File: config.mk
export PLATFORM = sky130hd
export DESIGN_NAME = uart_curtain_fan_controller
export DESIGN_NICKNAME = d
export VERILOG_FILES = /design/src/rtl/core/ucfc_pkg.sv /design/src/rtl/core/uart_curtain_fan_controller.sv
export SDC_FILE = /design/constraint.sdc
export NUM_CORES = 1
export LEC_CHECK = 0
export BUFFER_PORTS_ARGS = -buffer_cell sky130_fd_sc_hd__buf_2
export CAP_MARGIN = 20
export CORE_AREA = 2 2 100 102
export DETAILED_ROUTE_END_ITERATION = 6
export DIE_AREA = 0 0 102 104
export PLACE_DENSITY = 0.79
export SLEW_MARGIN = 20
export SYNTH_ARGS = -nofsm -noshare
export SYNTH_HDL_FRONTEND = slang
export SYNTH_SLANG_ARGS = --single-unit
File: constraint.sdc
create_clock -name clock -period 9.6 [get_ports clock]
set_clock_uncertainty 0.15 [all_clocks]
set_input_delay 0.48 -clock clock [delete_from_list [all_inputs] [get_ports clock]]
set_output_delay 0.48 -clock clock [all_outputs]
set_load 0.02 [all_outputs]
File: src/rtl/core/ucfc_pkg.sv
// Shared constants and types for the curtain, fan and alarm controller.
`default_nettype none

package ucfc_pkg;

   // Register and port widths.
   localparam int PassWidth  = 12;
   localparam int TickWidth  = 8;
   localparam int ByteWidth  = 8;
   localparam int CoilWidth  = 4;
   localparam int CsrIdxWidth = 2;
   localparam int CsrDataWidth = 12;
   localparam int MaxReplies = 3;

   // Configuration register indexes.
   localparam logic [CsrIdxWidth-1:0] CSR_OPEN_CYCLES  = 2'd0;
   localparam logic [CsrIdxWidth-1:0] CSR_CLOSE_CYCLES = 2'd1;
   localparam logic [CsrIdxWidth-1:0] CSR_TICKS        = 2'd2;

   // Configuration reset values.
   localparam logic [PassWidth-1:0] OPEN_CYCLES_RESET  = 12'd1500;
   localparam logic [PassWidth-1:0] CLOSE_CYCLES_RESET = 12'd1630;
   localparam logic [TickWidth-1:0] TICKS_RESET        = 8'd3;

   // Input operation codes.
   localparam logic OP_BYTE = 1'b0;
   localparam logic OP_TICK = 1'b1;

   // Command bytes.
   localparam logic [ByteWidth-1:0] CMD_OPEN      = 8'h43; // C
   localparam logic [ByteWidth-1:0] CMD_CLOSE     = 8'h54; // T
   localparam logic [ByteWidth-1:0] CMD_FAN_ON    = 8'h5A; // Z
   localparam logic [ByteWidth-1:0] CMD_FAN_OFF   = 8'h4D; // M
   localparam logic [ByteWidth-1:0] CMD_ALARM_K   = 8'h4B; // K
   localparam logic [ByteWidth-1:0] CMD_ALARM_L   = 8'h4C; // L
   localparam logic [ByteWidth-1:0] CMD_Q_FAN     = 8'h52; // R
   localparam logic [ByteWidth-1:0] CMD_Q_CURTAIN = 8'h41; // A
   localparam logic [ByteWidth-1:0] CMD_Q_ALARM   = 8'h42; // B

   // Reply bytes.
   localparam logic [ByteWidth-1:0] RSP_FAN_OFF   = 8'h58; // X
   localparam logic [ByteWidth-1:0] RSP_FAN_ON    = 8'h59; // Y
   localparam logic [ByteWidth-1:0] RSP_CLOSED    = 8'h44; // D
   localparam logic [ByteWidth-1:0] RSP_OPENED    = 8'h45; // E
   localparam logic [ByteWidth-1:0] RSP_ALARM_ON  = 8'h50; // P
   localparam logic [ByteWidth-1:0] RSP_ALARM_OFF = 8'h51; // Q

   // Coil patterns for the first phase of each direction.
   localparam logic [CoilWidth-1:0] COIL_OPEN_FIRST  = 4'h1;
   localparam logic [CoilWidth-1:0] COIL_CLOSE_FIRST = 4'h8;

   // Bit positions of held queries.
   localparam int Q_FAN     = 0;
   localparam int Q_CURTAIN = 1;
   localparam int Q_ALARM   = 2;

   // Held fan and alarm commands.
   typedef enum logic [1:0] {
      HELD_NONE = 2'd0,
      HELD_SET  = 2'd1,
      HELD_CLR  = 2'd2
   } held_cmd_type;

endpackage

`default_nettype wire

File: src/rtl/core/uart_curtain_fan_controller.sv
// Top level of the curtain stepper, fan and alarm controller.
//
// Usage: each req_ item is a received command byte (req_op 0) or one timer
// tick (req_op 1). Each item yields one rsp_ item, or one per status reply
// it releases (up to three); rsp_last marks the final one. Every result shows
// the motor, fan, alarm and moving state after its input item is processed.
// Configuration is written through csr_wr_en, csr_index and csr_wdata while
// the block is idle; writes take effect at once.
// Path: an accepted item is held in the input register, and its first result
// then appears in the result register.
// Throughput: one item per cycle while each item gives a single result and no
// stall; an item with several replies holds the single result register, which
// sends replies one at a time, until its last reply is taken.
// When the receiver stalls, the result register holds and the input register
// still takes one more item before req_stall rises.
// Reset (synchronous, active high) stops the stepper, clears held commands,
// loads the default register values and empties both registers.
`default_nettype none

module uart_curtain_fan_controller (
   input  wire logic                              clock,
   input  wire logic                              reset,
   input  wire logic                              req_valid,
   output logic                                   req_stall,
   input  wire logic                              req_op,
   input  wire logic [ucfc_pkg::ByteWidth-1:0]    req_cmd_byte,
   output logic                                   rsp_valid,
   input  wire logic                              rsp_stall,
   output logic                                   rsp_reply_valid,
   output logic [ucfc_pkg::ByteWidth-1:0]         rsp_reply_byte,
   output logic [ucfc_pkg::CoilWidth-1:0]         rsp_motor_phase,
   output logic                                   rsp_fan_pin,
   output logic                                   rsp_alarm_pin,
   output logic                                   rsp_moving,
   output logic                                   rsp_last,
   input  wire logic                              csr_wr_en,
   input  wire logic [ucfc_pkg::CsrIdxWidth-1:0]  csr_index,
   input  wire logic [ucfc_pkg::CsrDataWidth-1:0] csr_wdata
);
   import ucfc_pkg::*;

   // Configuration registers.
   logic [PassWidth-1:0] open_cycles_ff;
   logic [PassWidth-1:0] close_cycles_ff;
   logic [TickWidth-1:0] ticks_ff;

   // Input register.
   logic                 in_valid_ff;
   logic                 in_op_ff;
   logic [ByteWidth-1:0] in_byte_ff;

   // Controller state and its next values.
   logic                 running_ff, running_in;
   logic                 closing_ff, closing_in;
   logic [PassWidth-1:0] pass_ff, pass_in;
   logic [1:0]           phase_ff, phase_in;
   logic [TickWidth-1:0] tick_ff, tick_in;
   logic                 curtain_open_ff, curtain_open_in;
   logic                 fan_on_ff, fan_on_in;
   logic                 alarm_on_ff, alarm_on_in;
   logic                 fan_level_ff, fan_level_in;
   logic                 alarm_level_ff, alarm_level_in;
   held_cmd_type         held_fan_ff, held_fan_in;
   held_cmd_type         held_alarm_ff, held_alarm_in;
   logic [2:0]           held_q_ff, held_q_in;

   // Result register: all replies of one item and their shared coil drive.
   logic                 bnd_valid_ff;
   logic [1:0]           bnd_count_ff, bnd_count_in;
   logic [1:0]           bnd_idx_ff;
   logic                 bnd_reply_ff, bnd_reply_in;
   logic [ByteWidth-1:0] bnd_byte_ff [MaxReplies];
   logic [ByteWidth-1:0] bnd_byte_in [MaxReplies];
   logic [CoilWidth-1:0] bnd_coil_ff, bnd_coil_in;

   logic advance;
   logic process;
   logic rsp_take;
   logic bnd_last;

   // Handshake: the result register frees on its last result being taken.
   assign rsp_take  = bnd_valid_ff && !rsp_stall;
   assign bnd_last  = (bnd_idx_ff == bnd_count_ff);
   assign advance   = !bnd_valid_ff || (rsp_take && bnd_last);
   assign process   = in_valid_ff && advance;
   assign req_stall = in_valid_ff && !advance;

   // Item processing: state update and reply list for one input item.
   always_comb begin
      logic [TickWidth-1:0] tpp;
      logic [TickWidth-1:0] tick_inc;
      logic [PassWidth-1:0] lim;
      logic [PassWidth-1:0] pass_inc;
      logic [1:0]           phase_inc;
      logic [2:0]           q;
      logic [1:0]           n;
      logic                 idle_reply;
      logic [ByteWidth-1:0] idle_byte;
      logic                 fan_on_ack;

      running_in      = running_ff;
      closing_in      = closing_ff;
      pass_in         = pass_ff;
      phase_in        = phase_ff;
      tick_in         = tick_ff;
      curtain_open_in = curtain_open_ff;
      fan_on_in       = fan_on_ff;
      alarm_on_in     = alarm_on_ff;
      fan_level_in    = fan_level_ff;
      alarm_level_in  = alarm_level_ff;
      held_fan_in     = held_fan_ff;
      held_alarm_in   = held_alarm_ff;
      held_q_in       = held_q_ff;
      n               = 2'd0;
      idle_reply      = 1'b0;
      idle_byte       = '0;
      fan_on_ack      = fan_on_ff;
      for (int i = 0; i < MaxReplies; i++) begin
         bnd_byte_in[i] = '0;
      end

      tpp       = (ticks_ff == '0) ? TickWidth'(1) : ticks_ff;
      tick_inc  = tick_ff + TickWidth'(1);
      phase_inc = phase_ff + 2'd1;
      pass_inc  = pass_ff + PassWidth'(1);
      lim       = closing_ff ? close_cycles_ff : open_cycles_ff;
      if (lim == '0) begin
         lim = PassWidth'(1);
      end

      // Query bits of the incoming byte.
      q = 3'b000;
      if (in_byte_ff == CMD_Q_FAN) begin
         q[Q_FAN] = 1'b1;
      end else if (in_byte_ff == CMD_Q_CURTAIN) begin
         q[Q_CURTAIN] = 1'b1;
      end else if (in_byte_ff == CMD_Q_ALARM) begin
         q[Q_ALARM] = 1'b1;
      end

      if (in_op_ff == OP_BYTE) begin
         if (running_ff) begin
            // Hold fan, alarm and query commands until the move ends.
            if (in_byte_ff == CMD_FAN_ON) begin
               held_fan_in = HELD_SET;
            end else if (in_byte_ff == CMD_FAN_OFF) begin
               held_fan_in = HELD_CLR;
            end else if (in_byte_ff == CMD_ALARM_K) begin
               held_alarm_in = HELD_SET;
            end else if (in_byte_ff == CMD_ALARM_L) begin
               held_alarm_in = HELD_CLR;
            end
            held_q_in = held_q_ff | q;
         end else begin
            if (in_byte_ff == CMD_OPEN || in_byte_ff == CMD_CLOSE) begin
               running_in = 1'b1;
               closing_in = (in_byte_ff == CMD_CLOSE);
               pass_in    = '0;
               phase_in   = '0;
               tick_in    = '0;
            end else if (in_byte_ff == CMD_FAN_ON) begin
               fan_level_in = 1'b0;
               fan_on_in    = 1'b1;
            end else if (in_byte_ff == CMD_FAN_OFF) begin
               fan_level_in = 1'b1;
               fan_on_in    = 1'b0;
            end else if (in_byte_ff == CMD_ALARM_K) begin
               alarm_level_in = 1'b1;
               alarm_on_in    = 1'b0;
            end else if (in_byte_ff == CMD_ALARM_L) begin
               alarm_level_in = 1'b0;
               alarm_on_in    = 1'b1;
            end else if (q[Q_FAN]) begin
               idle_reply = 1'b1;
               idle_byte  = fan_on_ff ? RSP_FAN_ON : RSP_FAN_OFF;
            end else if (q[Q_CURTAIN]) begin
               idle_reply = 1'b1;
               idle_byte  = curtain_open_ff ? RSP_OPENED : RSP_CLOSED;
            end else if (q[Q_ALARM]) begin
               idle_reply = 1'b1;
               idle_byte  = alarm_on_ff ? RSP_ALARM_ON : RSP_ALARM_OFF;
            end
         end
      end else if (running_ff) begin
         // Timer tick during a move: step the tick, phase and pass counters.
         tick_in = tick_inc;
         if (tick_inc >= tpp) begin
            tick_in  = '0;
            phase_in = phase_inc;
            if (phase_inc == 2'd0) begin
               pass_in = pass_inc;
               if (pass_inc >= lim) begin
                  // Move done: curtain, held fan, replies, then held alarm.
                  running_in      = 1'b0;
                  curtain_open_in = !closing_ff;
                  if (held_fan_ff == HELD_SET) begin
                     fan_level_in = 1'b0;
                     fan_on_in    = 1'b1;
                     fan_on_ack   = 1'b1;
                  end else if (held_fan_ff == HELD_CLR) begin
                     fan_level_in = 1'b1;
                     fan_on_in    = 1'b0;
                     fan_on_ack   = 1'b0;
                  end
                  held_fan_in = HELD_NONE;
                  if (held_q_ff[Q_FAN]) begin
                     bnd_byte_in[n] = fan_on_ack ? RSP_FAN_ON : RSP_FAN_OFF;
                     n = n + 2'd1;
                  end
                  if (held_q_ff[Q_CURTAIN]) begin
                     bnd_byte_in[n] = !closing_ff ? RSP_OPENED : RSP_CLOSED;
                     n = n + 2'd1;
                  end
                  if (held_q_ff[Q_ALARM]) begin
                     bnd_byte_in[n] = alarm_on_ff ? RSP_ALARM_ON : RSP_ALARM_OFF;
                     n = n + 2'd1;
                  end
                  held_q_in = 3'b000;
                  if (held_alarm_ff == HELD_SET) begin
                     alarm_level_in = 1'b1;
                     alarm_on_in    = 1'b0;
                  end else if (held_alarm_ff == HELD_CLR) begin
                     alarm_level_in = 1'b0;
                     alarm_on_in    = 1'b1;
                  end
                  held_alarm_in = HELD_NONE;
               end
            end
         end
      end

      // Pack the result count; an item with no reply gives one idle result.
      if (idle_reply) begin
         bnd_byte_in[0] = idle_byte;
         n = 2'd1;
      end
      bnd_reply_in = (n != 2'd0);
      bnd_count_in = (n == 2'd0) ? 2'd0 : n - 2'd1;

      // Coil drive from the state after this item.
      if (!running_in) begin
         bnd_coil_in = '0;
      end else if (closing_in) begin
         bnd_coil_in = COIL_CLOSE_FIRST >> phase_in;
      end else begin
         bnd_coil_in = COIL_OPEN_FIRST << phase_in;
      end
   end

   // Configuration registers.
   always_ff @(posedge clock) begin
      if (reset) begin
         open_cycles_ff  <= OPEN_CYCLES_RESET;
         close_cycles_ff <= CLOSE_CYCLES_RESET;
         ticks_ff        <= TICKS_RESET;
      end else if (csr_wr_en) begin
         case (csr_index)
            CSR_OPEN_CYCLES:  open_cycles_ff  <= csr_wdata[PassWidth-1:0];
            CSR_CLOSE_CYCLES: close_cycles_ff <= csr_wdata[PassWidth-1:0];
            CSR_TICKS:        ticks_ff        <= csr_wdata[TickWidth-1:0];
            default: ;
         endcase
      end
   end

   // Input register.
   always_ff @(posedge clock) begin
      if (reset) begin
         in_valid_ff <= 1'b0;
      end else if (!req_stall) begin
         in_valid_ff <= req_valid;
      end
      if (!req_stall) begin
         in_op_ff   <= req_op;
         in_byte_ff <= req_cmd_byte;
      end
   end

   // Controller state.
   always_ff @(posedge clock) begin
      if (reset) begin
         running_ff      <= 1'b0;
         closing_ff      <= 1'b0;
         pass_ff         <= '0;
         phase_ff        <= '0;
         tick_ff         <= '0;
         curtain_open_ff <= 1'b0;
         fan_on_ff       <= 1'b0;
         alarm_on_ff     <= 1'b1;
         fan_level_ff    <= 1'b1;
         alarm_level_ff  <= 1'b1;
         held_fan_ff     <= HELD_NONE;
         held_alarm_ff   <= HELD_NONE;
         held_q_ff       <= 3'b000;
      end else if (process) begin
         running_ff      <= running_in;
         closing_ff      <= closing_in;
         pass_ff         <= pass_in;
         phase_ff        <= phase_in;
         tick_ff         <= tick_in;
         curtain_open_ff <= curtain_open_in;
         fan_on_ff       <= fan_on_in;
         alarm_on_ff     <= alarm_on_in;
         fan_level_ff    <= fan_level_in;
         alarm_level_ff  <= alarm_level_in;
         held_fan_ff     <= held_fan_in;
         held_alarm_ff   <= held_alarm_in;
         held_q_ff       <= held_q_in;
      end
   end

   // Result register: load a new item, or step to its next reply.
   always_ff @(posedge clock) begin
      if (reset) begin
         bnd_valid_ff <= 1'b0;
         bnd_idx_ff   <= '0;
      end else if (advance) begin
         bnd_valid_ff <= in_valid_ff;
         bnd_idx_ff   <= '0;
      end else if (rsp_take) begin
         bnd_idx_ff <= bnd_idx_ff + 2'd1;
      end
      if (process) begin
         bnd_count_ff <= bnd_count_in;
         bnd_reply_ff <= bnd_reply_in;
         bnd_byte_ff  <= bnd_byte_in;
         bnd_coil_ff  <= bnd_coil_in;
      end
   end

   // Result ports. Pin levels are taken from the state the item left.
   always_comb begin
      rsp_valid       = bnd_valid_ff;
      rsp_reply_valid = bnd_reply_ff;
      rsp_reply_byte  = bnd_reply_ff ? bnd_byte_ff[bnd_idx_ff] : '0;
      rsp_motor_phase = bnd_coil_ff;
      rsp_fan_pin     = fan_level_ff;
      rsp_alarm_pin   = alarm_level_ff;
      rsp_moving      = running_ff;
      rsp_last        = bnd_last;
   end

endmodule

`default_nettype wire

After elaboration in Yosys (flattened, before gate mapping). Index checks and enable logic that the tools add are counted.

Register bits after elaboration: 112. Input bits: 28.

Multiplexer cells: 177. Add/subtract/negate cells: 7. Equal/unequal tests: 29. $lt $le $gt $ge: 7. Reduce and logical (&&, ||, !) cells: 35. Bitwise operators: 4. Shift-type cells: 2.

Operator list (number): $mux 24 (12); $mux 8 (17); $mux 12 (8); $mux 1 (79); $mux 7 (11); $mux 2 (38); $eq 8x7->1 const B (9); $bwmux 24 (2); $demux 8 s2 (2); $mux 3 (6); $reduce_and 6->1 (3); $bmux 8 s2 (1); $reduce_and 8->1 (2); $ne 2x1->1 const B (7); $add 12x1->12 const B (1); $ge 12x12->1 (1); $logic_not 12->1 (1); $reduce_and 11->1 (1); $reduce_and 5->1 (2); $ge 3x3->1 const B (3); $not 2->3 (3); $reduce_and 9->1 (1); $add 2x1->2 const B (4); $add 8x1->8 const B (1); other kinds (22) (46).

Logic depth before layout (Yosys ltp). Gate-level depths: netlist (run 1).

Depth in word-level cells: 31. Gate-level depth with buffers: 15.

Worst setup path after synthesis (run 1). OpenSTA, ideal clock, no wires.

Path kind: flip-flop to flip-flop. From: reg closing_ff. To: reg bnd_count_ff[0] (data pin). Period minus slack after synthesis: 4028 ps. Path buffers: 2. Setup time: 255 ps. Data required time: 9195 ps. Setup slack: 5572 ps. Cell stages (with the launch flop): 16. Arrival time: 3624 ps. Path through: dfxtp_1 -> clkbuf_1 -> clkbuf_1 -> mux2i_1 -> nand4_1 -> o31ai_1 -> ha_1 -> nand2b_1 -> a21o_1 -> a211o_1 -> a2111oi_4 -> nor3_1 -> a21oi_1 -> ha_1 -> inv_1 -> and2_1.

Word-level cells in the longest chain between the ends: 11.

Ends and longest elaborated chain: start: declaration (line uart_curtain_fan_controller.sv:54) `logic closing_ff, closing_in;`; start signal: assignment (line uart_curtain_fan_controller.sv:297) `closing_ff <= closing_in;`; $mux 12 (*) (line uart_curtain_fan_controller.sv:126) `lim = closing_ff ? close_cycles_ff : open_cycles_ff;`; $logic_not 12->1 (line uart_curtain_fan_controller.sv:127) `if (lim == '0) begin`; $mux 12 (*) (line uart_curtain_fan_controller.sv:127); $ge 12x12->1 (*) (line uart_curtain_fan_controller.sv:192) `if (pass_inc >= lim) begin`; $mux 2 (*) (line uart_curtain_fan_controller.sv:192); $mux 2 (*) (line uart_curtain_fan_controller.sv:190) `if (phase_inc == 2'd0) begin`; $mux 2 (*) (line uart_curtain_fan_controller.sv:187) `if (tick_inc >= tpp) begin`; $mux 2 (*) (line uart_curtain_fan_controller.sv:184) `end else if (running_ff) begin`; $mux 2 (*) (line uart_curtain_fan_controller.sv:141) `if (in_op_ff == OP_BYTE) begin`; $mux 2 (*) (line uart_curtain_fan_controller.sv:233) `if (idle_reply) begin`; $sub 2x1->2 or $logic_not 2->1 (tied branches) (line uart_curtain_fan_controller.sv:238) `bnd_count_in = (n == 2'd0) ? 2'd0 : n - 2'd1;`; end signal: assignment (line uart_curtain_fan_controller.sv:324) `bnd_count_ff <= bnd_count_in;`; end: declaration (line uart_curtain_fan_controller.sv:69) `logic [1:0] bnd_count_ff, bnd_count_in;`.

Every way passes the cells marked *; elsewhere a longest branch is shown, timed or not. A chain may end at the register's enable or synchronous reset.

Worst setup path after layout (run 1). Same ends and word-level chain as after synthesis.

==> results of run 1 <==
[power groups by stage]
stage / logic [mW] / registers (mW) / clock network [mW]
finish: 0.0635 / 0.449 / 0.293
global route: 0.0704 / 0.451 / 0.313
CTS: 0.0630 / 0.449 / 0.299
detailed placement: 0.0626 / 0.458 / 0
global placement: 0.0609 / 0.458 / 0
floorplan: 0.0455 / 0.456 / 0
[logic make-up after synthesis]
group                    count (synthesis)
AND/OR/NAND/NOR                        245
other                                    1
flip-flops                              99
multiplexers                            37
adder cells (fa/ha/maj)                 33
XOR/XNOR                                21
AO/OA/AOI/OAI                          123
buffers and inverters                   55
[critical path: cells and delay by family (launching register included)]
kind | cells | cell delay (ns)
buffers and inverters | 1 | 0.05
adders and majority gates | 2 | 0.46
muxes | 1 | 0.34
DFF | 1 | 0.91
and+or+nand+nor | 4 | 0.65
AOI/OAI and AO/OA | 5 | 1.48
[layer usage]
layer	vias up	global-route usage [%]	routed length [um]
li1	2263	-	-
met1	2137	30.0	5320
met2	169	37.7	5600
met3	27	4.70	655
met4	0	8.48	282
met5	-	0	0
[area by class of cell]
type,instances,area [um2]
Clock inverter,4,53.8
Inverter,23,87.6
Tap cell,133,166
Sequential cell,99,2250
Fill cell,796,3490
Timing Repair Buffer,44,223
Clock buffer,12,166
Multi-Input combinational cell,462,3110
[cells in the final DEF, fill, tap and decap left out, types with 6 or more instances in the layout]
cell type / instances
a21oi_1: 48
and3_1: 13
buf_2: 43
clkbuf_8: 10
dfxtp_1: 72
edfxtp_1: 27
ha_1: 33
inv_1: 21
mux2i_1: 37
nand2_1: 70
nand2b_1: 6
nand3_1: 32
nand3b_1: 9
nand4_1: 11
nor2_1: 48
nor2b_1: 7
nor3_1: 13
o21ai_0: 21
xnor2_1: 8
xor2_1: 13
[final timing paths]
path                 startpoint            endpoint  slack [ns]  cells past startpoint
max                  closing_ff     bnd_count_ff[0]        5.33                     13
min             req_cmd_byte[2]       in_byte_ff[2]        0.14                      1
max reg2reg          closing_ff     bnd_count_ff[0]        5.33                     13
min reg2reg  close_cycles_ff[5]  close_cycles_ff[5]        0.32                      2
[stage by stage]
step,utilization (%),power [mW],cells,setup slack (ns)
CTS,63.4,0.811,777,5.35
global route,63.4,0.834,777,5.09
detailed placement,61.1,0.521,761,5.36
finish,63.4,0.805,777,5.33
global placement,61.1,0.519,761,5.53
floorplan,-,0.502,616,5.57
[registers in the layout (all words and copies together) (netlist names), 2 cells and up]
name / flops
in_byte_ff: 8
ticks_ff: 8
bnd_idx_ff: 2
open_cycles_ff: 12
held_fan_ff: 2
held_q_ff: 3
close_cycles_ff: 12
bnd_byte_ff: 11
bnd_count_ff: 2
tick_ff: 8
pass_ff: 12
phase_ff: 2
held_alarm_ff: 2
rsp_motor_phase: 4
==> metrics.md, run 1 <==
| Metric | Value |
|---|---|
| Status | `finished, final reports clean` |
| Number of setup buffers added after CTS | `0` |
| Cell Pwr Density | `133 nW/um2` |
| Longest Clk Path Bufs | `2` |
| Nets | `700` |
| Clock Latency Late Sink | `roughly 0.38 ns` |
| # resized after CTS | `0` |
| First-pass GRT wire length | `about 20000 um` |
| Initial antenna violation count | `0` |
| Final ANT Viol Nets | `0` |
| Slew HR | `between 40% and 50%` |
| Die Area | `around 11000 um2` |
| Top cells by count, synth | `dfxtp_1, nand2_1, a21oi_1, nor2_1, mux2i_1` |
| Slew @ Worst Pin | `around 0.89 ns` |
| Post-synth ARST share | `0%` |
| Most used DFF post-synth | `dfxtp_1` |
| Yosys top cell area share | `~26%` |
| Die W | `slightly above 100 um` |
| Clk sinks | `between 90 and 100` |
| Syn Inst Count | `614` |
| # IOs | `47` |
| Port bufs | `43` |
| Top post-synthesis cells by area | `dfxtp_1, edfxtp_1, ha_1` |
| Cell area after technology mapping | `between 5000 and 6000 um2` |
| Area grow syn2layout | `8.57%` |
| Fin crit period | `~4.3 ns` |
| Pleak | `roughly 2.5 nW` |
| # rows | `36` |
| CP arrival | `4.25 ns` |
| Post-synth top area cell | `dfxtp_1` |
| CTS Buf Count | `9` |
| Critical path endpoint category | `flip-flop` |
| Cts hold-fix bufs | `0` |
| VDD IR max | `103 uV` |
| Synthesized area per cell | `9.09 um2` |
| Clk pin slew, worst setup/hold paths | `0.10 ns` |
| Root buffer cell | `clkbuf_8` |
| Final Cycle Share | `44.5%` |
| Hold Crit Class | `input port to flip-flop` |
| First-pass DRT Iterations | `5` |
| Initial DRC count | `approximately 250` |
| Max-cap violations | `0` |
| Net Sw Frac | `24.5%` |
| WL/cell | `roughly 15 um` |
| Combinational fraction of design power | `between 7 and 8%` |
| Yosys warns | `0` |
| Area of the core | `~9500 um2` |
| Fin area | `6060 um2` |
| Max incr delay on CP | `0.91 ns` |
| Crit path max-delay cell type | `dfxtp_1` |
| Total Wirelength | `~12000 um` |
| Power Internal | `around 610 uW` |
| Seq pwr share | `between 50% and 60%` |
| Adder-cell share of the synthesized area | `approximately 7.4%` |
| Multiplexer share of the synthesized area | `between 6 and 7%` |
| Register area share after synthesis | `between 40 and 50%` |
| Switch Pwr | `around 200 uW` |
| Hpwl dp | `slightly below 9000 um` |
| Diodes inserted | `0` |
| Hold WS | `~0.14 ns` |
| Post-synth EDFFs | `27` |
| Htree depth | `3` |
| Final Setup Violations | `0` |
| Crit-path max FO | `18` |
| Residual DRC | `0` |
| Synth Area in XOR/XNOR | `~3.3%` |
| Gr ovfl total | `0` |
| RSZ-0062 raised after global routing | `false` |
| Synth cell types | `79` |
| Clk pwr share | `between 30% and 40%` |
| Via count | `4596` |
| CTS tree | `done` |
| Share of layout cells above drive strength 1 | `roughly an eighth` |
| Crit-path cells | `mux2i_1 -> nand4_1 -> o31ai_1 -> ha_1 -> nand2b_1 -> a21o_1 -> a211o_1 -> a2111oi_4 -> nor3_1 -> a21oi_1 -> ha_1 -> inv_1 -> and2_1` |
| Placed Area | `between 5000 and 6000 um2` |
| Fmax | `234 MHz` |
| Compound-Gate Fraction of Synth Area | `15.4%` |
| Most used cell, CP | `ha_1` |
| Data required, critical path | `approximately 9.6 ns` |
| Simple-Gate Fraction of Synth Area | `between 20% and 30%` |
| WS Path Type | `flip-flop to flip-flop` |
| Count leader, synth | `dfxtp_1` |
| CP startpoint kind | `flip-flop` |
| Largest family of logic cells by synthesized area | `simple AND/OR/NAND/NOR gates` |
| Die Height | `around 100 um` |
| Largest net degree at the start of global routing | `47` |
| Vias in the first global route | `roughly 4300` |
| Slew Limit Fails | `0` |
| Setup TNS | `0 ns` |
| Synthesized flop and latch total | `99` |
| Fin. Hold Viols | `0` |
| Gpl congestion | `~0.94` |
| Gr usage total | `23.1%` |
| Via density | `just under 6` |
| Starting density of the core | `around three fifths` |
Note: power is estimated with default switching activity, not from simulation.
==> inputs of run 2 (changes only) <==
--- a/config.mk
+++ b/config.mk
@@ -7,10 +7,10 @@
 export LEC_CHECK = 0
 export BUFFER_PORTS_ARGS = -buffer_cell sky130_fd_sc_hd__buf_2
 export CAP_MARGIN = 20
-export CORE_AREA = 2 2 100 102
+export CORE_AREA = 2 2 105 107
 export DETAILED_ROUTE_END_ITERATION = 6
-export DIE_AREA = 0 0 102 104
-export PLACE_DENSITY = 0.79
+export DIE_AREA = 0 0 107 109
+export PLACE_DENSITY = 0.75
 export SLEW_MARGIN = 20
 export SYNTH_ARGS = -nofsm -noshare
 export SYNTH_HDL_FRONTEND = slang
==> constraint.sdc (replaced) <==
create_clock -name clock -period 3.9 [get_ports clock]
set_clock_uncertainty 0.15 [all_clocks]
set_input_delay 0.195 -clock clock [delete_from_list [all_inputs] [get_ports clock]]
set_output_delay 0.195 -clock clock [all_outputs]
set_load 0.02 [all_outputs]
==> metrics.md, run 2 (synthesis results as in run 1) <==
| Metric | Value |
|---|---|
| Gr usage total | `22.1% (-1.0 points)` |
| Htree depth | `3 (unchanged)` |
| Setup TNS | `0 ns (unchanged)` |
| Total Wirelength | `12400 um (+4.4%)` |
| Data required, critical path | `3.89 ns (-5.69 ns)` |
| Commonest non-fill, non-tap cell in the layout | `dfxtp_1` |
| Pre-CTS setup slack | `0.218 ns (-5.14 ns)` |
| RSZ-0062 raised after global routing | `false` |
| Clk sinks | `99 (unchanged)` |
| Fin. Hold Viols | `0 (unchanged)` |
| Cell Pwr Density | `316 nW/um2 (+140%)` |
| Hpwl dp | `8670 um (-0.52%)` |
| Max-cap violations | `0 (unchanged)` |
| Final Cycle Share | `93.0% (+49 points)` |
| Register Area | `2250 um2 (unchanged)` |
| R2r setup slk | `0.27 ns (-5.06 ns)` |
| Area of the core | `10600 um2 (+11%)` |
| Via density | `5.71 (-3.4%)` |
| First-pass DRT Iterations | `5 (unchanged)` |
| Starting density of the core | `52.6% (-5.8 points)` |
| Final Setup Violations | `0 (unchanged)` |
| Via count | `4657 (+1.3%)` |
| Die Height | `109 um (+4.8%)` |
| Slew HR | `52.2% (+12 points)` |
| Total Power | `2.02 mW (+150%)` |
| Fin crit period | `3.63 ns (-0.642 ns)` |
| CP startpoint kind | `flip-flop` |
| Final non-filler cell total | `815 (+4.9%)` |
| VDD IR max | `249 uV (+140%)` |
| Clk pin slew, worst setup/hold paths | `0.09 ns (about the same)` |
| Fin area | `6390 um2 (+5.5%)` |
| WL/cell | `15.2 um (-0.51%)` |
| Placed Area | `5890 um2 (+1.1%)` |
| Root buffer cell | `clkbuf_8` |
| Critical path endpoint category | `flip-flop` |
| CTS Buf Count | `9 (unchanged)` |
| CTS tree | `done` |
| Die Area | `11700 um2 (+9.9%)` |
| Initial DRC count | `261 (+5.7%)` |
| Longest Clk Path Bufs | `2 (unchanged)` |
| Gpl congestion | `0.842 (-11%)` |
| Most frequent cells in the layout | `dfxtp_1, nand2_1, nor2_1, a21oi_1, buf_2` |
| Setup ws final | `0.274 ns (-5.06 ns)` |
| Multi-input logic area | `3130 um2 (+0.68%)` |
| Residual DRC | `0 (unchanged)` |
| Initial antenna violation count | `0 (unchanged)` |
| Share of layout cells above drive strength 1 | `14.4% (+1.5 points)` |
| Final ANT Viol Nets | `0 (unchanged)` |
| Gr ovfl total | `0 (unchanged)` |
| Vias in the first global route | `4499 (+3.8%)` |
| Top flop regs | `close_cycles_ff x12, open_cycles_ff x12, pass_ff x12` |
| Area grow syn2layout | `14.5%` |
| Port bufs | `43 (unchanged)` |
| Largest net degree at the start of global routing | `46 (-2.1%)` |
| Hold Crit Class | `input port to flip-flop` |
| WS Path Type | `flip-flop to flip-flop` |
| Diodes inserted | `0 (unchanged)` |
| # rows | `38 (+5.6%)` |
| Die W | `107 um (+4.9%)` |
| Clock Latency Late Sink | `0.38 ns (about the same)` |
| Status | `finished, final reports clean` |
| Slew Limit Fails | `0 (unchanged)` |
| Crit-path max FO | `12 (-6)` |
| Layout fillers | `885 (+11%)` |
| Fmax | `276 MHz (+18%)` |
| Nets | `731 (+4.4%)` |
| Slew @ Worst Pin | `0.716 ns (-0.178 ns)` |
| Pleak | `2.61 nW (+5.9%)` |
| Dpl cells | `775 (+1.8%)` |
| CP arrival | `3.62 ns (-0.63 ns)` |
| First-pass GRT wire length | `20600 um (+3.5%)` |
| # IOs | `47 (unchanged)` |
-- run 2: cell count changes in the layout (fill, tap and decap cells not counted), moves of 4 or more --
cell           delta
buf_4             +7
mux2i_1           -4
mux2i_2           +4
dlygate4sd3_1    +23
-- run 2: through the flow --
| stage | hold slack (ns) | util, % |
|---|---|---|
| 6_report | 0.239 | 60.3 |
| 5_1_grt | 0.250 | 60.3 |
| 4_1_cts | 0.231 | 59.9 |
| 3_5_place_dp | 0.224 | 55.6 |
| 3_3_place_gp | 0.223 | 55.6 |
| 2_1_floorplan | 0.144 | - |
-- run 2: worst paths after layout --
| kind | startpoint | to | depth (start not counted) |
|---|---|---|---|
| worst min register to register | close_cycles_ff[0] | close_cycles_ff[0] | 2 |
| worst max register to register | closing_ff | bnd_count_ff[0] | 14 |
| worst max-delay path | closing_ff | bnd_count_ff[0] | 14 |
| worst min-delay path | reset | ticks_ff[7] | 3 |
-- run 2: cell type report --
cell class | count | share of cell area (%)
inverter | 23 | 1.37
clock inverter | 4 | 0.822
tap | 140 | 2.74
multi-input combinational | 462 | 49.0
sequential | 99 | 35.2
clock buffer | 12 | 2.76
timing repair buffer | 75 | 8.09
-- run 2: layer usage --
layer / track usage (%) / wire, um
met1: 26.4 / 5420
met4: 6.68 / 239
met2: 40.2 / 6210
met3: 4.24 / 500
met5: 0 / 0
-- run 2: what timing repair did --
item                                    4_1_cts  5_1_grt
setup buffers                                 0        1
endpoints found under the hold margin        43        0
hold buffers                                 23        0
endpoints found under the setup margin        0        3
gates resized for setup                       0        7
-- run 2: where the power goes --
group | internal [mW] | switching (mW)
registers | 1.08 | 0.0222
clock network | 0.373 | 0.363
logic | 0.0728 | 0.104
total | 1.53 | 0.489
-- run 2: worst max-delay path: stages (launching register included) --
cell and delay (ns):
dfxtp_1 0.36, buf_6 0.20, mux2i_2 0.28, nand4_1 0.12
o31ai_1 0.26, ha_1 0.26, nand2b_1 0.15, a21o_1 0.17
a211o_1 0.32, a2111oi_4 0.38, nor3_2 0.13, a21oi_1 0.23
ha_1 0.19, inv_1 0.06, and2_1 0.13
==> inputs of run 3 (changes only) <==
--- a/config.mk
+++ b/config.mk
@@ -5,12 +5,13 @@
 export SDC_FILE = /design/constraint.sdc
 export NUM_CORES = 1
 export LEC_CHECK = 0
+export ABC_AREA = 1
 export BUFFER_PORTS_ARGS = -buffer_cell sky130_fd_sc_hd__buf_2
 export CAP_MARGIN = 20
-export CORE_AREA = 2 2 105 107
+export CORE_AREA = 2 2 106 108
 export DETAILED_ROUTE_END_ITERATION = 6
-export DIE_AREA = 0 0 107 109
-export PLACE_DENSITY = 0.75
+export DIE_AREA = 0 0 108 110
+export PLACE_DENSITY = 0.76
 export SLEW_MARGIN = 20
 export SYNTH_ARGS = -nofsm -noshare
 export SYNTH_HDL_FRONTEND = slang
==> metrics.md, run 3 <==
| Metric | Value |
|---|---|
| Critical path endpoint category | `flip-flop` |
| Die Area | `11900 um2 (+1.9%)` |
| Crit path max-delay cell type | `dfxtp_1` |
| Power Internal | `1.52 mW (-0.82%)` |
| Max-cap violations | `0 (unchanged)` |
| Starting density of the core | `54.2% (+1.5 points)` |
| Pre-CTS setup slack | `0.570 ns (+0.352 ns)` |
| Top flop regs | `close_cycles_ff x12, open_cycles_ff x12, pass_ff x12` |
| Seq pwr share | `53.8% (-1.0 points)` |
| Initial antenna violation count | `0 (unchanged)` |
| Cell area after technology mapping | `5790 um2 (+3.8%)` |
| Via density | `5.36 (-6.2%)` |
| Fin area | `6510 um2 (+1.9%)` |
| Synthesized area per cell | `7.69 um2 (-15%)` |
| Vias in the first global route | `4908 (+9.1%)` |
| Crit-path max FO | `5 (-7)` |
| Post-synth EDFFs | `27 (unchanged)` |
| Total Wirelength | `13400 um (+8.0%)` |
| Area grow syn2layout | `12.4%` |
| Worst r2r dst | `bnd_count_ff[1]` |
| Port bufs | `43 (unchanged)` |
| Hold path depth | `4 (+1)` |
| Combinational fraction of design power | `12.9% (+4.1 points)` |
| Worst R2R Start | `pass_ff[0]` |
| Synth cell types | `50 (-37%)` |
| Post-synth ARST share | `0% (unchanged)` |
| Largest family of logic cells by synthesized area | `simple AND/OR/NAND/NOR gates` |
| Multiplexer share of the synthesized area | `1.56% (-5.1 points)` |
| Nets | `875 (+20%)` |
| VDD IR max | `217 uV (-13%)` |
| WS Path Type | `flip-flop to flip-flop` |
| Clk sinks | `99 (unchanged)` |
| Yosys top cell area share | `24.9% (-0.95 points)` |
| Initial DRC count | `331 (+27%)` |
| WL/cell | `13.9 um (-8.2%)` |
| Data required, critical path | `3.90 ns (about the same)` |
| Setup ws final | `0.460 ns (+0.186 ns)` |
| Slew HR | `56.1% (+3.9 points)` |
| Most frequent cells in the layout | `nand2_1, nor2_1, inv_1, dfxtp_1, nand3_1` |
| Die Height | `110 um (+0.92%)` |
| Final Cycle Share | `88.2% (-4.8 points)` |
| Largest net degree at the start of global routing | `44 (-4.3%)` |
| Layout Utilization | `60.9% (+0.61 points)` |
| Net Sw Frac | `27.1% (+2.8 points)` |
| Fin. Hold Viols | `0 (unchanged)` |
| Clk pin slew, worst setup/hold paths | `0.10 ns (about the same)` |
| Yosys warns | `0 (unchanged)` |
| Clk pwr share | `33.2% (-3.3 points)` |
| Die W | `108 um (+0.93%)` |
| R2r setup slk | `0.46 ns (+0.19 ns)` |
| Syn Inst Count | `753 (+23%)` |
| # IOs | `47 (unchanged)` |
| Beginning of the critical path | `pass_ff[0]` |
| Cell Pwr Density | `319 nW/um2 (+1.1%)` |
| Synth Area in XOR/XNOR | `1.94% (-1.4 points)` |
| FF-to-FF path depth | `19 (+5)` |
| Root buffer cell | `clkbuf_8` |
| Number of setup buffers added after CTS | `0 (unchanged)` |
| Htree depth | `3 (unchanged)` |
| Top post-synthesis cells by area | `dfxtp_1, edfxtp_1, nand2_1` |
| First-pass DRT Iterations | `5 (unchanged)` |
| CTS Buf Count | `9 (unchanged)` |
| Clock Latency Late Sink | `0.38 ns (about the same)` |
| Area of the core | `10700 um2 (+0.90%)` |
| Longest Clk Path Bufs | `2 (unchanged)` |
| Share of layout cells above drive strength 1 | `15.6% (+1.3 points)` |
| Count leader, synth | `nand2_1` |
| Slew @ Worst Pin | `0.659 ns (-0.0573 ns)` |
| Final ANT Viol Nets | `0 (unchanged)` |
| Simple-Gate Fraction of Synth Area | `31.9% (+9.3 points)` |
| Adder-cell share of the synthesized area | `7.13% (-0.27 points)` |
| Final Setup Violations | `0 (unchanged)` |
| CTS tree | `done` |
| Crit-path cells | `ha_1 -> nand2_1 -> inv_1 -> nand3_1 -> nor3_1 -> nand2_1 -> xor2_1 -> ha_1 -> nand4_1 -> nor2_1 -> nand2_1 -> nand2_1 -> nand3_1 -> nor2_1 -> nand2_1 -> nand2_1 -> inv_1 -> ha_1 -> nor2_1` |
| Hold path start | `rsp_stall` |
| Compound-Gate Fraction of Synth Area | `9.98% (-5.4 points)` |
| Max incr delay on CP | `0.43 ns (+0.05 ns)` |
| Gpl congestion | `0.920 (+9.3%)` |
| Most used cell, CP | `nand2_1` |
| Top cells by count, synth | `nand2_1, nor2_1, inv_1` |
| Hold path endpoint | `bnd_idx_ff[0]` |
| Pleak | `2.93 nW (+12%)` |
| Register area share after synthesis | `38.9% (-1.5 points)` |
| Commonest non-fill, non-tap cell in the layout | `nand2_1` |
| Synthesized flop and latch total | `99 (unchanged)` |
| Gr ovfl total | `0 (unchanged)` |
| # rows | `38 (unchanged)` |
| First-pass GRT wire length | `22600 um (+9.8%)` |
| Fin crit period | `3.44 ns (-0.186 ns)` |
| RSZ-0062 raised after global routing | `false` |
| Hold Crit Class | `input port to flip-flop` |
| Switch Pwr | `563 uW (+15%)` |
| Slew Limit Fails | `0 (unchanged)` |
| Most used DFF post-synth | `dfxtp_1` |
| Diodes inserted | `0 (unchanged)` |
| Fmax | `291 MHz (+5.4%)` |
| Setup TNS | `0 ns (unchanged)` |
| Gr usage total | `24.2% (+2.1 points)` |
| Post-synth top area cell | `dfxtp_1` |
| CP startpoint kind | `flip-flop` |
| Via count | `5138 (+10%)` |
| Placed Area | `6090 um2 (+3.3%)` |
| Status | `finished, final reports clean` |
| Hpwl dp | `9810 um (+13%)` |
| Residual DRC | `0 (unchanged)` |
| CP arrival | `3.44 ns (-0.18 ns)` |
run 3: changes by cell type in the layout (fill, tap and decap cells not counted), moves of 7 or more:
| cell | previous run | this run |
|---|---|---|
| a21oi_1 | 48 | 37 |
| o21ai_0 | 21 | 40 |
| nand3_1 | 32 | 57 |
| nor2b_1 | 7 | 0 |
| inv_1 | 21 | 80 |
| nand3_2 | 1 | 12 |
| nand2_2 | 2 | 12 |
| a21oi_2 | 1 | 11 |
| nand2_1 | 70 | 165 |
| nor2_1 | 48 | 87 |
| mux2i_1 | 33 | 9 |
| and3_1 | 13 | 1 |
run 3: metal layers:
metal	routed length, um	vias to the layer above	track usage (%)	share of wire, %
met3	692	29	4.06	5.2
met2	6250	156	40.5	47
li1	-	2581	-	-
met4	359	0	11.4	2.7
met1	6060	2372	30.5	45
met5	0	-	0	0
run 3: power by group through the flow:
stage               registers, mW  clock network (mW)  logic [mW]
floorplan                    1.14                   0       0.180
global placement             1.14                   0       0.238
detailed placement           1.14                   0       0.248
CTS                          1.12               0.702       0.265
global route                 1.12               0.741       0.300
finish                       1.12               0.691       0.269
run 3: cell families (layout without fill, tap and decap cells):
logic type | count (synthesis) | in the layout
multiplexers | 9 | 9
AO/OA/AOI/OAI | 100 | 100
XOR/XNOR | 12 | 12
other | 1 | 3
adder cells (fa/ha/maj) | 33 | 33
AND/OR/NAND/NOR | 385 | 385
flip-flops | 99 | 99
buffers and inverters | 114 | 178
run 3: worst max-delay path by stage:
stage                            to  slack, ns  cells past startpoint
finish              bnd_count_ff[1]       0.46                     19
global route        bnd_count_ff[1]       0.09                     20
CTS                 bnd_count_ff[1]       0.55                     19
detailed placement  bnd_count_ff[1]       0.57                     19
global placement    bnd_count_ff[1]       0.70                     19
floorplan           bnd_count_ff[1]       0.80                     19
run 3: through the flow:
stage                     hold slack (ns)  power (mW)  std cells
after CTS                          0.0208        2.09        959
final                              0.0387        2.08        959
after global routing               0.0526        2.16        959
after global placement              0.221        1.38        921
after floorplan                     0.144        1.32        755
after detailed placement            0.223        1.39        921
run 3: cell type report:
type / instances / area (um2)
fill: 947 / 4190
multi-input combinational: 542 / 3050
sequential: 99 / 2250
timing repair buffer: 71 / 480
inverter: 91 / 349
tap: 140 / 175
clock buffer: 12 / 155
clock inverter: 4 / 48.8
run 3: critical path, delay by kind of cell (launching register included):
kind | cells | cell delay [ns]
buf+inv | 2 | 0.12
flops | 1 | 0.43
simple gates | 13 | 1.56
fa+ha+maj | 3 | 0.77
xor+xnor | 1 | 0.18
run 3: timing repair:
| action | CTS | global route |
|---|---|---|
| resized for setup | 0 | 0 |
| hold buffers | 22 | 0 |
| hold endpoints to repair | 38 | 0 |
